<file path="src/rtl/sfsr_pkg.sv">
// ----------------------------------------------------------------------------
// sfsr_pkg
// Shared types, codes and constants of the stepper flow speed ramp.
// ----------------------------------------------------------------------------
package sfsr_pkg;

  localparam int DIV_W = 40;
  localparam int CNT_W = 6;

  typedef enum logic [2:0] {
    ST_IDLE,
    ST_PERIOD,
    ST_SPEED,
    ST_CLAMP,
    ST_MUL,
    ST_STEP,
    ST_RAMP,
    ST_OUT
  } state_t;

  typedef enum logic [1:0] {
    CMD_START = 2'd0,
    CMD_TICK  = 2'd1,
    CMD_STOP  = 2'd2,
    CMD_NONE  = 2'd3
  } cmd_t;

  localparam logic [2:0] REG_RAMP_EN    = 3'd0;
  localparam logic [2:0] REG_RESUME     = 3'd1;
  localparam logic [2:0] REG_INTERVAL   = 3'd2;
  localparam logic [2:0] REG_STEP_RPM   = 3'd3;
  localparam logic [2:0] REG_ONE_RPM    = 3'd4;
  localparam logic [2:0] REG_FLOW_NUM   = 3'd5;

  localparam logic        RST_RAMP_EN  = 1'b1;
  localparam logic        RST_RESUME   = 1'b0;
  localparam logic [15:0] RST_INTERVAL = 16'd100;
  localparam logic [8:0]  RST_STEP_RPM = 9'd50;
  localparam logic [31:0] RST_ONE_RPM  = 32'd1800000;
  localparam logic [31:0] RST_FLOW_NUM = 32'd144000000;

  localparam logic [16:0] RPM_LIMIT_Q8  = 17'd102400;
  localparam logic [16:0] DIRECT_MAX_Q8 = 17'd12800;
  localparam int          RESUME_DIV_Q8 = 12800;
  localparam int          RESUME_STEPS  = 10;
  localparam logic [9:0]  STEP_MAX      = 10'd1023;
  localparam logic [31:0] RPM_LIMIT     = 32'd400;

  localparam int OUT_LOAD_BIT = 0;
  localparam int OUT_STOP_BIT = 33;

  typedef struct packed {
    logic             start;
    logic [DIV_W-1:0] dividend;
    logic [31:0]      divisor;
  } div_req_t;

  typedef struct packed {
    logic             done;
    logic [DIV_W-1:0] quotient;
  } div_rsp_t;

  function automatic logic [9:0] resume_step(input logic [16:0] rpm);
    logic [9:0] n;
    n = 10'd0;
    for (int k = 1; k <= RESUME_STEPS; k++) begin
      if (rpm >= 17'(k * RESUME_DIV_Q8)) begin
        n = n + 10'd1;
      end
    end
    return n;
  endfunction

endpackage

</file>
<file path="src/rtl/stepper_flow_speed_ramp_top.sv">
// ----------------------------------------------------------------------------
// stepper_flow_speed_ramp_top
// Flow rate to stepper timer period conversion with a linear speed ramp.
// ----------------------------------------------------------------------------
// One item is taken at a time and every item gives one result beat. All
// quotients come from one bit-serial divider. A start beat with a nonzero
// flow makes two passes (period, then speed) and a third when the speed
// clamps at 400 rpm. A tick that runs a ramp step makes one pass after a
// registered 10x9 product, unless a ramp-up has reached its target. A new
// beat is taken while the last result still waits at the output register.
module stepper_flow_speed_ramp_top (
  input  logic        clk,
  input  logic        rst,
  input  logic        s_tvalid,
  output logic        s_tready,
  input  logic [15:0] s_tdata,   // flow_rate
  input  logic [1:0]  s_tuser,   // command
  output logic        m_tvalid,
  input  logic        m_tready,
  // timer_load, timer_period, motor_stop, ramp_up_active, ramp_down_active,
  // target_speed, zero fill
  output logic [55:0] m_tdata,
  input  logic        psel,
  input  logic        penable,
  input  logic        pwrite,
  input  logic [4:0]  paddr,
  input  logic [31:0] pwdata,
  output logic [31:0] prdata,
  output logic        pready
);

  sfsr_pkg::state_t   state, state_next;
  sfsr_pkg::div_req_t div_req;
  sfsr_pkg::div_rsp_t div_rsp;

  logic        ramp_enable;
  logic        resume_from_last;
  logic [15:0] ramp_interval_ms;
  logic [8:0]  ramp_step_rpm;
  logic [31:0] one_rpm_period;
  logic [31:0] flow_period_numerator;

  logic [31:0] target_period, target_period_next;
  logic [16:0] target_rpm, target_rpm_next;
  logic [9:0]  step_count, step_count_next;
  logic        ramping_up, ramping_up_next;
  logic        ramping_down, ramping_down_next;
  logic [15:0] interval_count, interval_count_next;

  logic        res_load, res_load_next;
  logic [31:0] res_period, res_period_next;
  logic        res_stop, res_stop_next;
  logic [31:0] period_r, period_r_next;
  logic [18:0] prod_r, prod_r_next;
  logic        m_tvalid_next;
  logic [55:0] m_tdata_next;

  logic [15:0] ic_dec;
  logic        over;
  logic [16:0] rpm_clamped;
  logic [31:0] q_sat;
  logic        cfg_wr;

  sfsr_div u_div (
    .clk (clk),
    .rst (rst),
    .req (div_req),
    .rsp (div_rsp)
  );

  assign s_tready = (state == sfsr_pkg::ST_IDLE);
  assign pready   = 1'b1;
  assign cfg_wr   = psel && penable && pwrite;

  always_comb begin
    ic_dec      = (interval_count != 16'd0) ? interval_count - 16'd1 : interval_count;
    over        = (|div_rsp.quotient[sfsr_pkg::DIV_W-1:17]) ||
                  (div_rsp.quotient[16:0] > sfsr_pkg::RPM_LIMIT_Q8);
    rpm_clamped = over ? sfsr_pkg::RPM_LIMIT_Q8 : div_rsp.quotient[16:0];
    q_sat       = (|div_rsp.quotient[sfsr_pkg::DIV_W-1:32]) ? 32'hFFFF_FFFF
                                                            : div_rsp.quotient[31:0];
  end

  always_comb begin
    state_next          = state;
    target_period_next  = target_period;
    target_rpm_next     = target_rpm;
    step_count_next     = step_count;
    ramping_up_next     = ramping_up;
    ramping_down_next   = ramping_down;
    interval_count_next = interval_count;
    res_load_next       = res_load;
    res_period_next     = res_period;
    res_stop_next       = res_stop;
    period_r_next       = period_r;
    prod_r_next         = prod_r;
    m_tdata_next        = m_tdata;
    m_tvalid_next       = m_tvalid && !m_tready;
    div_req             = '0;

    case (state)
      sfsr_pkg::ST_IDLE: begin
        if (s_tvalid) begin
          res_load_next   = 1'b0;
          res_period_next = 32'd0;
          res_stop_next   = 1'b0;
          state_next      = sfsr_pkg::ST_OUT;
          case (sfsr_pkg::cmd_t'(s_tuser))
            sfsr_pkg::CMD_START: begin
              if (s_tdata == 16'd0) begin
                res_stop_next      = 1'b1;
                ramping_up_next    = 1'b0;
                ramping_down_next  = 1'b0;
                step_count_next    = 10'd0;
                target_rpm_next    = 17'd0;
                target_period_next = 32'd0;
              end else begin
                div_req.start    = 1'b1;
                div_req.dividend = sfsr_pkg::DIV_W'(flow_period_numerator);
                div_req.divisor  = 32'(s_tdata);
                state_next       = sfsr_pkg::ST_PERIOD;
              end
            end
            sfsr_pkg::CMD_TICK: begin
              interval_count_next = ic_dec;
              if (ic_dec == 16'd0 && (ramping_up || ramping_down)) begin
                interval_count_next = ramp_interval_ms;
                if (ramping_up) begin
                  if (step_count != sfsr_pkg::STEP_MAX) begin
                    step_count_next = step_count + 10'd1;
                  end
                  state_next = sfsr_pkg::ST_MUL;
                end else if (step_count != 10'd0) begin
                  state_next = sfsr_pkg::ST_MUL;
                end else begin
                  res_stop_next     = 1'b1;
                  ramping_down_next = 1'b0;
                end
              end
            end
            sfsr_pkg::CMD_STOP: begin
              ramping_up_next   = 1'b0;
              ramping_down_next = 1'b1;
            end
            default: begin
            end
          endcase
        end
      end

      sfsr_pkg::ST_PERIOD: begin
        if (div_rsp.done) begin
          period_r_next    = div_rsp.quotient[31:0];
          div_req.start    = 1'b1;
          div_req.dividend = {one_rpm_period, 8'd0};
          div_req.divisor  = div_rsp.quotient[31:0];
          state_next       = sfsr_pkg::ST_SPEED;
        end
      end

      sfsr_pkg::ST_SPEED: begin
        if (div_rsp.done) begin
          target_rpm_next   = rpm_clamped;
          ramping_down_next = 1'b0;
          if (over) begin
            div_req.start    = 1'b1;
            div_req.dividend = sfsr_pkg::DIV_W'(one_rpm_period);
            div_req.divisor  = sfsr_pkg::RPM_LIMIT;
            state_next       = sfsr_pkg::ST_CLAMP;
          end else begin
            target_period_next = period_r;
            state_next         = sfsr_pkg::ST_OUT;
          end
          if (rpm_clamped <= sfsr_pkg::DIRECT_MAX_Q8 || !ramp_enable) begin
            res_load_next   = 1'b1;
            res_period_next = period_r;
            ramping_up_next = 1'b0;
          end else begin
            ramping_up_next = 1'b1;
            step_count_next = resume_from_last ? sfsr_pkg::resume_step(target_rpm)
                                               : 10'd0;
          end
        end
      end

      sfsr_pkg::ST_CLAMP: begin
        if (div_rsp.done) begin
          target_period_next = div_rsp.quotient[31:0];
          state_next         = sfsr_pkg::ST_OUT;
        end
      end

      sfsr_pkg::ST_MUL: begin
        prod_r_next = {9'd0, step_count} * {10'd0, ramp_step_rpm};
        state_next  = sfsr_pkg::ST_STEP;
      end

      sfsr_pkg::ST_STEP: begin
        if (ramping_up) begin
          if ({prod_r, 8'd0} < 27'(target_rpm)) begin
            div_req.start    = 1'b1;
            div_req.dividend = sfsr_pkg::DIV_W'(one_rpm_period);
            div_req.divisor  = 32'(prod_r);
            state_next       = sfsr_pkg::ST_RAMP;
          end else begin
            res_load_next   = 1'b1;
            res_period_next = target_period;
            ramping_up_next = 1'b0;
            state_next      = sfsr_pkg::ST_OUT;
          end
        end else begin
          div_req.start    = 1'b1;
          div_req.dividend = sfsr_pkg::DIV_W'(one_rpm_period);
          div_req.divisor  = 32'(prod_r);
          step_count_next  = step_count - 10'd1;
          state_next       = sfsr_pkg::ST_RAMP;
        end
      end

      sfsr_pkg::ST_RAMP: begin
        if (div_rsp.done) begin
          res_load_next   = 1'b1;
          res_period_next = q_sat;
          state_next      = sfsr_pkg::ST_OUT;
        end
      end

      sfsr_pkg::ST_OUT: begin
        if (!m_tvalid || m_tready) begin
          m_tvalid_next = 1'b1;
          m_tdata_next  = {3'd0, target_rpm, ramping_down, ramping_up,
                           res_stop, res_period, res_load};
          state_next    = sfsr_pkg::ST_IDLE;
        end
      end

      default: begin
        state_next = sfsr_pkg::ST_IDLE;
      end
    endcase
  end

  always_ff @(posedge clk) begin
    if (rst) begin
      state          <= sfsr_pkg::ST_IDLE;
      target_period  <= 32'd0;
      target_rpm     <= 17'd0;
      step_count     <= 10'd0;
      ramping_up     <= 1'b0;
      ramping_down   <= 1'b0;
      interval_count <= 16'd0;
      m_tvalid       <= 1'b0;
    end else begin
      state          <= state_next;
      target_period  <= target_period_next;
      target_rpm     <= target_rpm_next;
      step_count     <= step_count_next;
      ramping_up     <= ramping_up_next;
      ramping_down   <= ramping_down_next;
      interval_count <= interval_count_next;
      m_tvalid       <= m_tvalid_next;
    end
  end

  always_ff @(posedge clk) begin
    res_load   <= res_load_next;
    res_period <= res_period_next;
    res_stop   <= res_stop_next;
    period_r   <= period_r_next;
    prod_r     <= prod_r_next;
    m_tdata    <= m_tdata_next;
  end

  always_ff @(posedge clk) begin
    if (rst) begin
      ramp_enable           <= sfsr_pkg::RST_RAMP_EN;
      resume_from_last      <= sfsr_pkg::RST_RESUME;
      ramp_interval_ms      <= sfsr_pkg::RST_INTERVAL;
      ramp_step_rpm         <= sfsr_pkg::RST_STEP_RPM;
      one_rpm_period        <= sfsr_pkg::RST_ONE_RPM;
      flow_period_numerator <= sfsr_pkg::RST_FLOW_NUM;
    end else if (cfg_wr) begin
      case (paddr[4:2])
        sfsr_pkg::REG_RAMP_EN:  ramp_enable           <= pwdata[0];
        sfsr_pkg::REG_RESUME:   resume_from_last      <= pwdata[0];
        sfsr_pkg::REG_INTERVAL: ramp_interval_ms      <= pwdata[15:0];
        sfsr_pkg::REG_STEP_RPM: ramp_step_rpm         <= pwdata[8:0];
        sfsr_pkg::REG_ONE_RPM:  one_rpm_period        <= pwdata;
        sfsr_pkg::REG_FLOW_NUM: flow_period_numerator <= pwdata;
        default: begin
        end
      endcase
    end
  end

  always_comb begin
    case (paddr[4:2])
      sfsr_pkg::REG_RAMP_EN:  prdata = 32'(ramp_enable);
      sfsr_pkg::REG_RESUME:   prdata = 32'(resume_from_last);
      sfsr_pkg::REG_INTERVAL: prdata = 32'(ramp_interval_ms);
      sfsr_pkg::REG_STEP_RPM: prdata = 32'(ramp_step_rpm);
      sfsr_pkg::REG_ONE_RPM:  prdata = one_rpm_period;
      sfsr_pkg::REG_FLOW_NUM: prdata = flow_period_numerator;
      default:                prdata = 32'd0;
    endcase
  end

`ifndef SYNTHESIS
  a_ramp_exclusive: assert property (@(posedge clk) disable iff (rst)
    !(ramping_up && ramping_down))
    else $error("ramp up and ramp down both active");

  a_rpm_limit: assert property (@(posedge clk) disable iff (rst)
    target_rpm <= sfsr_pkg::RPM_LIMIT_Q8)
    else $error("target speed above limit");

  a_div_done_waited: assert property (@(posedge clk) disable iff (rst)
    div_rsp.done |-> (state == sfsr_pkg::ST_PERIOD || state == sfsr_pkg::ST_SPEED ||
                      state == sfsr_pkg::ST_CLAMP || state == sfsr_pkg::ST_RAMP))
    else $error("divider result with no pass waiting");

  a_beat_from_out: assert property (@(posedge clk) disable iff (rst)
    $rose(m_tvalid) |-> $past(state) == sfsr_pkg::ST_OUT)
    else $error("result beat raised outside output state");

  a_load_or_stop: assert property (@(posedge clk) disable iff (rst)
    m_tvalid |-> !(m_tdata[sfsr_pkg::OUT_LOAD_BIT] && m_tdata[sfsr_pkg::OUT_STOP_BIT]))
    else $error("timer load and stop in one beat");
`endif

endmodule

</file>
<file path="src/rtl/sfsr_div.sv">
// ----------------------------------------------------------------------------
// sfsr_div
// Bit-serial restoring divider: one quotient bit per cycle, 40 bits.
// ----------------------------------------------------------------------------
module sfsr_div (
  input  logic                clk,
  input  logic                rst,
  input  sfsr_pkg::div_req_t  req,
  output sfsr_pkg::div_rsp_t  rsp
);

  logic                       busy;
  logic                       done;
  logic [sfsr_pkg::CNT_W-1:0] cnt;
  logic [31:0]                rem;
  logic [sfsr_pkg::DIV_W-1:0] dq;
  logic [31:0]                dv;
  logic [32:0]                trial;
  logic [32:0]                diff;
  logic                       ge;

  always_comb begin
    trial = {rem, dq[sfsr_pkg::DIV_W-1]};
    ge    = trial >= {1'b0, dv};
    diff  = trial - {1'b0, dv};
  end

  always_ff @(posedge clk) begin
    if (rst) begin
      busy <= 1'b0;
      done <= 1'b0;
      cnt  <= '0;
    end else begin
      done <= 1'b0;
      if (req.start && !busy) begin
        busy <= 1'b1;
        cnt  <= sfsr_pkg::CNT_W'(sfsr_pkg::DIV_W);
      end else if (busy) begin
        cnt <= cnt - sfsr_pkg::CNT_W'(1);
        if (cnt == sfsr_pkg::CNT_W'(1)) begin
          busy <= 1'b0;
          done <= 1'b1;
        end
      end
    end
  end

  always_ff @(posedge clk) begin
    if (req.start && !busy) begin
      rem <= '0;
      dq  <= req.dividend;
      dv  <= req.divisor;
    end else if (busy) begin
      rem <= ge ? diff[31:0] : trial[31:0];
      dq  <= {dq[sfsr_pkg::DIV_W-2:0], ge};
    end
  end

  assign rsp.done     = done;
  assign rsp.quotient = dq;

endmodule

</file>
<file path="config.mk">
export PLATFORM = sky130hd
export DESIGN_NAME = stepper_flow_speed_ramp_top
export DESIGN_NICKNAME = d
export VERILOG_FILES = /design/src/rtl/sfsr_pkg.sv /design/src/rtl/stepper_flow_speed_ramp_top.sv /design/src/rtl/sfsr_div.sv
export SDC_FILE = /design/constraint.sdc
export NUM_CORES = 1
export LEC_CHECK = 0
export BUFFER_PORTS_ARGS = -buffer_cell sky130_fd_sc_hd__buf_2
export CAP_MARGIN = 20
export CORE_MARGIN = 3
export CORE_UTILIZATION = 50
export CTS_CLUSTER_SIZE = 8
export DETAILED_ROUTE_END_ITERATION = 7
export PLACE_DENSITY = 0.66
export SLEW_MARGIN = 5
export SYNTH_ARGS = -nofsm -noshare
export SYNTH_HDL_FRONTEND = slang
export SYNTH_SLANG_ARGS = --single-unit
</file>
<file path="constraint.sdc">
create_clock -name clk -period 9.6 [get_ports clk]
set_clock_uncertainty 0.05 [all_clocks]
set_input_delay 0 -clock clk [delete_from_list [all_inputs] [get_ports clk]]
set_output_delay 0 -clock clk [all_outputs]
set_load 0.05 [all_outputs]
</file>
Yosys cells after proc, flatten, opt, wreduce, memory -nomap -nowiden --
Index checks and enable logic that the tools add are counted.
Word-level totals: flip-flop bits (word level) 422, output and inout port bits 91, logic and storage cells 277
Cells by class: add/subtract/negate cells 14, multipliers 1, order comparisons 14, eq/ne operators 40, muxes and demuxes 133, bitwise operators 1, reduce and logical (&&, ||, !) cells 47
Operators with widths (number):
- 2-to-1 mux 73 bit | 8
- 2-to-1 mux 10 bit | 45
- 2-to-1 mux 32 bit | 14
- case mux 73 bit (4 select lines) | 1
- case mux 32 bit (6 select lines) | 1
- case mux 32 bit (4 select lines) | 1
- adder 10 x 1 -> 10 bit, second input constant | 10
- case mux 32 bit (3 select lines) | 1
- >= comparator 17 bit, second input constant | 5
- 2-to-1 mux 17 bit | 5
- 2-to-1 mux 40 bit | 2
- >= comparator 17 x 16 -> 1 bit, second input constant | 3
- case mux 17 bit (2 select lines) | 1
- >= comparator 33 x 32 -> 1 bit | 1
- zero test 16 bit | 2
- 2-to-1 mux 16 bit | 2
- subtractor 32 bit | 1
- case mux 10 bit (3 select lines) | 1
- 2-to-1 mux 1 bit | 29
- less-than comparator 27 x 17 -> 1 bit | 1
- 2-to-1 mux 3 bit | 8
- OR reduction 23 bit | 1
- case mux 3 bit (7 select lines) | 1
- case mux 10 bit (2 select lines) | 1
- other kinds (46) | 105

Logic depth before layout (Yosys ltp) --
word-level depth 54, depth in mapped cells 33, mapped depth without buffers 32

Cells and area by module --
A second synthesis with hierarchy kept.
Unflattened totals: cells, all modules 2601, area total of the unflattened synthesis 24387.1 µm²
Modules (own cells, without submodules):
- stepper_flow_speed_ramp_top | times used 1, cells an instance 2012, area an instance 18114.9 µm², seq. area each 7587.3 µm²
- sfsr_div | times used 1, cells an instance 589, area an instance 6272.3 µm², seq. area each 2962.8 µm²

Worst setup path after synthesis --
Ideal clock, no wire load.
kind register to register, start point register target_rpm[10], end point register step_count[5], library setup time 0.088 ns, data arrival time 6.574 ns, required time 9.462 ns, setup slack 2.888 ns, stages on the path, launching flop included 32, cells stage by stage dfxtp_1 buf_6 o311a_1 nor3_1 ha_1 o211ai_1 o311ai_4 nor2_1 ha_1 nor2b_1 or2_2 ha_1 and2_1 a211o_1 ha_1 nand2_1 a21oi_1 a21o_1 ha_1 and2_1 mux2i_1 nand2_1 ha_1 nor2_1 a31oi_1 ha_1 nand2_1 xnor2_1 xnor2_1 nand4_1 or4_4 a311oi_2
On the way: longest elaborated chain between the ends 51, elaborated cells on any way between the ends 60, those cells by class add/sub (9); order compare (10); mux (41)
Ends and longest elaborated chain:
- from (decl) | line stepper_flow_speed_ramp_top.sv:44 | logic [16:0] target_rpm, target_rpm_next;
- from (signal assigned) | line stepper_flow_speed_ramp_top.sv:256 | target_rpm <= target_rpm_next;
- >= comparator 17 x 14 -> 1 bit | line sfsr_pkg.sv:67 | if (rpm >= 17'(k * RESUME_DIV_Q8)) begin
- 2-to-1 mux 1 bit | line sfsr_pkg.sv:67
- 2-to-1 mux 10 bit | line stepper_flow_speed_ramp_top.sv:174 | if (rpm_clamped <= sfsr_pkg::DIRECT_MAX_Q8 || !ramp_enable) begin
- 2-to-1 mux 10 bit | line stepper_flow_speed_ramp_top.sv:162 | if (div_rsp.done) begin
- 2-to-1 mux 10 bit | line stepper_flow_speed_ramp_top.sv:101 | case (state)
- adder 10 x 1 -> 10 bit | line sfsr_pkg.sv:68 | n = n + 10'd1;
- 2-to-1 mux 10 bit | line sfsr_pkg.sv:67
- 2-to-1 mux 10 bit | line stepper_flow_speed_ramp_top.sv:174
- (+35 left out)
- 2-to-1 mux 10 bit | line stepper_flow_speed_ramp_top.sv:162
- 2-to-1 mux 10 bit | line stepper_flow_speed_ramp_top.sv:101
- adder 10 x 1 -> 10 bit | line sfsr_pkg.sv:68
- 2-to-1 mux 10 bit * | line sfsr_pkg.sv:67
- 2-to-1 mux 10 bit * | line stepper_flow_speed_ramp_top.sv:180 | step_count_next = resume_from_last ? sfsr_pkg::resume_step(target_rpm)
- 2-to-1 mux 10 bit * | line stepper_flow_speed_ramp_top.sv:174
- 2-to-1 mux 10 bit * | line stepper_flow_speed_ramp_top.sv:162
- case mux 10 bit (3 select lines) * | line stepper_flow_speed_ramp_top.sv:101
- to (signal assigned) | line stepper_flow_speed_ramp_top.sv:257 | step_count <= step_count_next;
- to (decl) | line stepper_flow_speed_ramp_top.sv:45 | logic [9:0] step_count, step_count_next;
Mark *: on every way between the ends. The rest lies on a longest branch, timed or not. The select of a mux whose other input is x is not followed. A chain may end at the register's enable or synchronous reset.

Worst setup path in the final report --
start point register target_rpm[16], end point register step_count[5]
The elaborated chain is that of the path after synthesis.

==> metrics.txt <==
Leak 0.01095 uW; vias in the first global route 19190; hold slack 0.09924 ns; measured slew at the worst slew-check pin 1.059 ns; post-synth top area share 26.26%; predominant post-synthesis flop cell dfxtp_1; Crit. End Element flip-flop; post-synth top area cell edfxtp_1; CTS tree built; initial DRC count 2025; CP max stage cell dfxtp_1; Crit Path Max Fanout 17; f_max 0.1332 GHz; Routed WL 69.00 mm; RSZ-0062 raised after global routing no; origin of the worst setup path target_rpm[16]; status finished, violations left; # IOs 153; Site Rows 79; top area cells in the synthesized netlist edfxtp_1, dfxtp_1, nand2_1, ha_1, fa_1; CTS max path bufs 3; wire length per cell 20.51 microns; # setup viols final 0; multi-input logic area 12190 sq um; register area share after synthesis 43.94%; design area 27470 sq um; count leader, synth nand2_1; sequential share of power 40.2%; Cells after Synth 2580; Root Driver clkbuf_16; top cells by count, synth nand2_1, dfxtp_1, edfxtp_1; total of max-cap violations 0; area of the mapped netlist 24010 sq um; DRT antenna net count 0; max-slew violations 0; via count 20080; Max H-tree Level 2; die area 50690 sq um; combinational share of power 29.5%; Pre-Repair DR Iteration Count 8; DRC 30; Port Buffer Count 146; Post-DP HPWL 47.90 mm; Final Hold Fails 0; CP Launch Type flip-flop; diodes inserted 0; Tmin final 7.508 ns; Crit path required time 10.06 ns; GPL Wtd Cong 0.8774; power per cell area 235.9 nW/um^2; Most Frequent Cell on Critical Path ha_1; total track usage 26.70%; DP Area 25070 sq um; clock sinks 422; Util after Layout 58.50%; Final TNS setup 0 ns; WS Path Type flip-flop to flip-flop; Tcrit/Tclk final 78.21%; Internal Power 4155 uW; CP max stage delay 0.72 ns; post-synthesis async set-or-reset flop share 0%; WP data arrival 7.97 ns; pin count of the biggest net entering global routing 98; Yosys cell types 95; postcts setup bufs 0; initial antenna violation count 1; die width 225.1 microns; TritonCTS Buffers 59; Starting Density 51.14%; Synth Area per Inst 9.306 sq um; die height 225.1 microns; Clock Latency Late Sink 0.61 ns; layout cells sized above 1 10.48%; clock share of power 30.4%; Psw 2324 uW; Worst Hold Class input port to flip-flop; Sw Ratio 35.87%; failing checks design-rule violations; synthesis warning total 0; DR vias/cell 5.968; Post-synth EDFFs 210; worst vdd ir 0.1730 mV; core box area 46950 sq um; Worst Min Path Start s_tuser[0]; Worst slew margin 28.97%; #FFs+latches synth 422; Area growth, synth to finish 14.39%; Overall Power 6480 uW; # fillers 4002; FF+latch area 10550 sq um; GRT overflow 0; RR Startpoint target_rpm[16]; CTS clk-pin slew, worst paths 0.06 ns; first-pass GRT wire length 107.6 mm; Nets 2933
==> layout by cell type, fill, tap and decap left out, drive strengths merged, types with 15 or more instances in the layout <==
| master | Yosys | layout |
|---|---|---|
| nand3 | 45 | 45 |
| o21ai | 159 | 159 |
| xnor2 | 35 | 35 |
| nor3 | 60 | 60 |
| and2 | 66 | 66 |
| mux2i | 72 | 72 |
| a21oi | 146 | 146 |
| dfxtp | 212 | 212 |
| a211oi | 45 | 45 |
| ha | 97 | 97 |
| buf | 26 | 177 |
| nand2b | 15 | 15 |
| a22oi | 91 | 91 |
| nand3b | 21 | 21 |
| nor2 | 178 | 178 |
| nor4 | 30 | 30 |
| nand2 | 404 | 404 |
| a222oi | 37 | 37 |
| edfxtp | 210 | 210 |
| inv | 169 | 169 |
| clkbuf | 139 | 103 |
| dlygate4sd3 | 1 | 61 |
| o22ai | 15 | 15 |
| xor2 | 26 | 26 |
| fa | 58 | 58 |
==> cell type report <==
cell class | count | area share, %
multi-input combinational | 1825 | 44.36
clock buffer | 102 | 6.191
timing repair buffer | 239 | 5.849
tap | 607 | 2.765
clock inverter | 1 | 0.1093
sequential | 422 | 38.41
inverter | 169 | 2.310
==> critical path: cells and delay by family (launching register included) <==
family	cells	cell delay [ns]
muxes	1	0.20
buffers and inverters	2	0.28
and+or+nand+nor	11	1.94
DFF	1	0.72
adders and majority gates	7	2.04
xor gates and xnor gates	2	0.54
AOI/OAI and AO/OA	7	1.65
==> sequential cells by signal (all words and copies together), names as in the netlist, 17 cells and up <==
| name | count |
|---|---|
| res_period | 32 |
| flow_period_numerator | 32 |
| u_div.rem | 32 |
| target_period | 32 |
| prod_r | 19 |
| one_rpm_period | 32 |
| target_rpm | 17 |
| u_div.dv | 32 |
| u_div.dq | 40 |
| period_r | 32 |
| m_tdata | 53 |
==> cells by family after synthesis <==
family	after synthesis	synth area share, %
other cells	2	0.03128
simple gates	888	16.82
buf+inv	335	5.649
fa+ha+maj	155	9.891
xor+xnor	64	2.621
flops	422	43.94
compound gates	636	17.72
mux	78	3.330
==> layer usage <==
layer,up-vias,share of wire [%],track usage [%],wire (microns)
li1,9496,-,-,-
met1,9643,43,37.70,29870
met2,815,46,42.70,31520
met3,127,7.8,3.608,5395
met4,0,3.2,8.877,2220
met5,-,0,0,0
==> power by group through the flow <==
| stage | logic [uW] | clock network (uW) | registers [uW] |
|---|---|---|---|
| 3_5_place_dp | 1850 | 0 | 2630 |
| 2_1_floorplan | 1450 | 0 | 2440 |
| 5_1_grt | 2130 | 2070 | 2620 |
| 3_3_place_gp | 1810 | 0 | 2620 |
| 4_1_cts | 1880 | 2000 | 2590 |
| 6_report | 1910 | 1970 | 2600 |
==> per-stage QoR <==
step	std cells	worst slack, ns
final	3365	2.092
after global routing	3365	1.527
after CTS	3359	2.094
after detailed placement	3196	2.132
after global placement	3196	2.185
after floorplan	2582	2.888
==> what timing repair did <==
action / 4_1_cts / 5_1_grt
endpoints found under the hold margin: 126 / 2
hold buffers: 60 / 1
gates resized for setup: 0 / 0
==> final timing paths <==
path,depth (start not counted),endpoint,slack (ns)
max,30,step_count[5],2.09
max reg2reg,30,step_count[5],2.09
min reg2reg,0,m_tdata[6],0.37
min,8,ramping_up,0.1
Power figures use the tool's default switching activity.
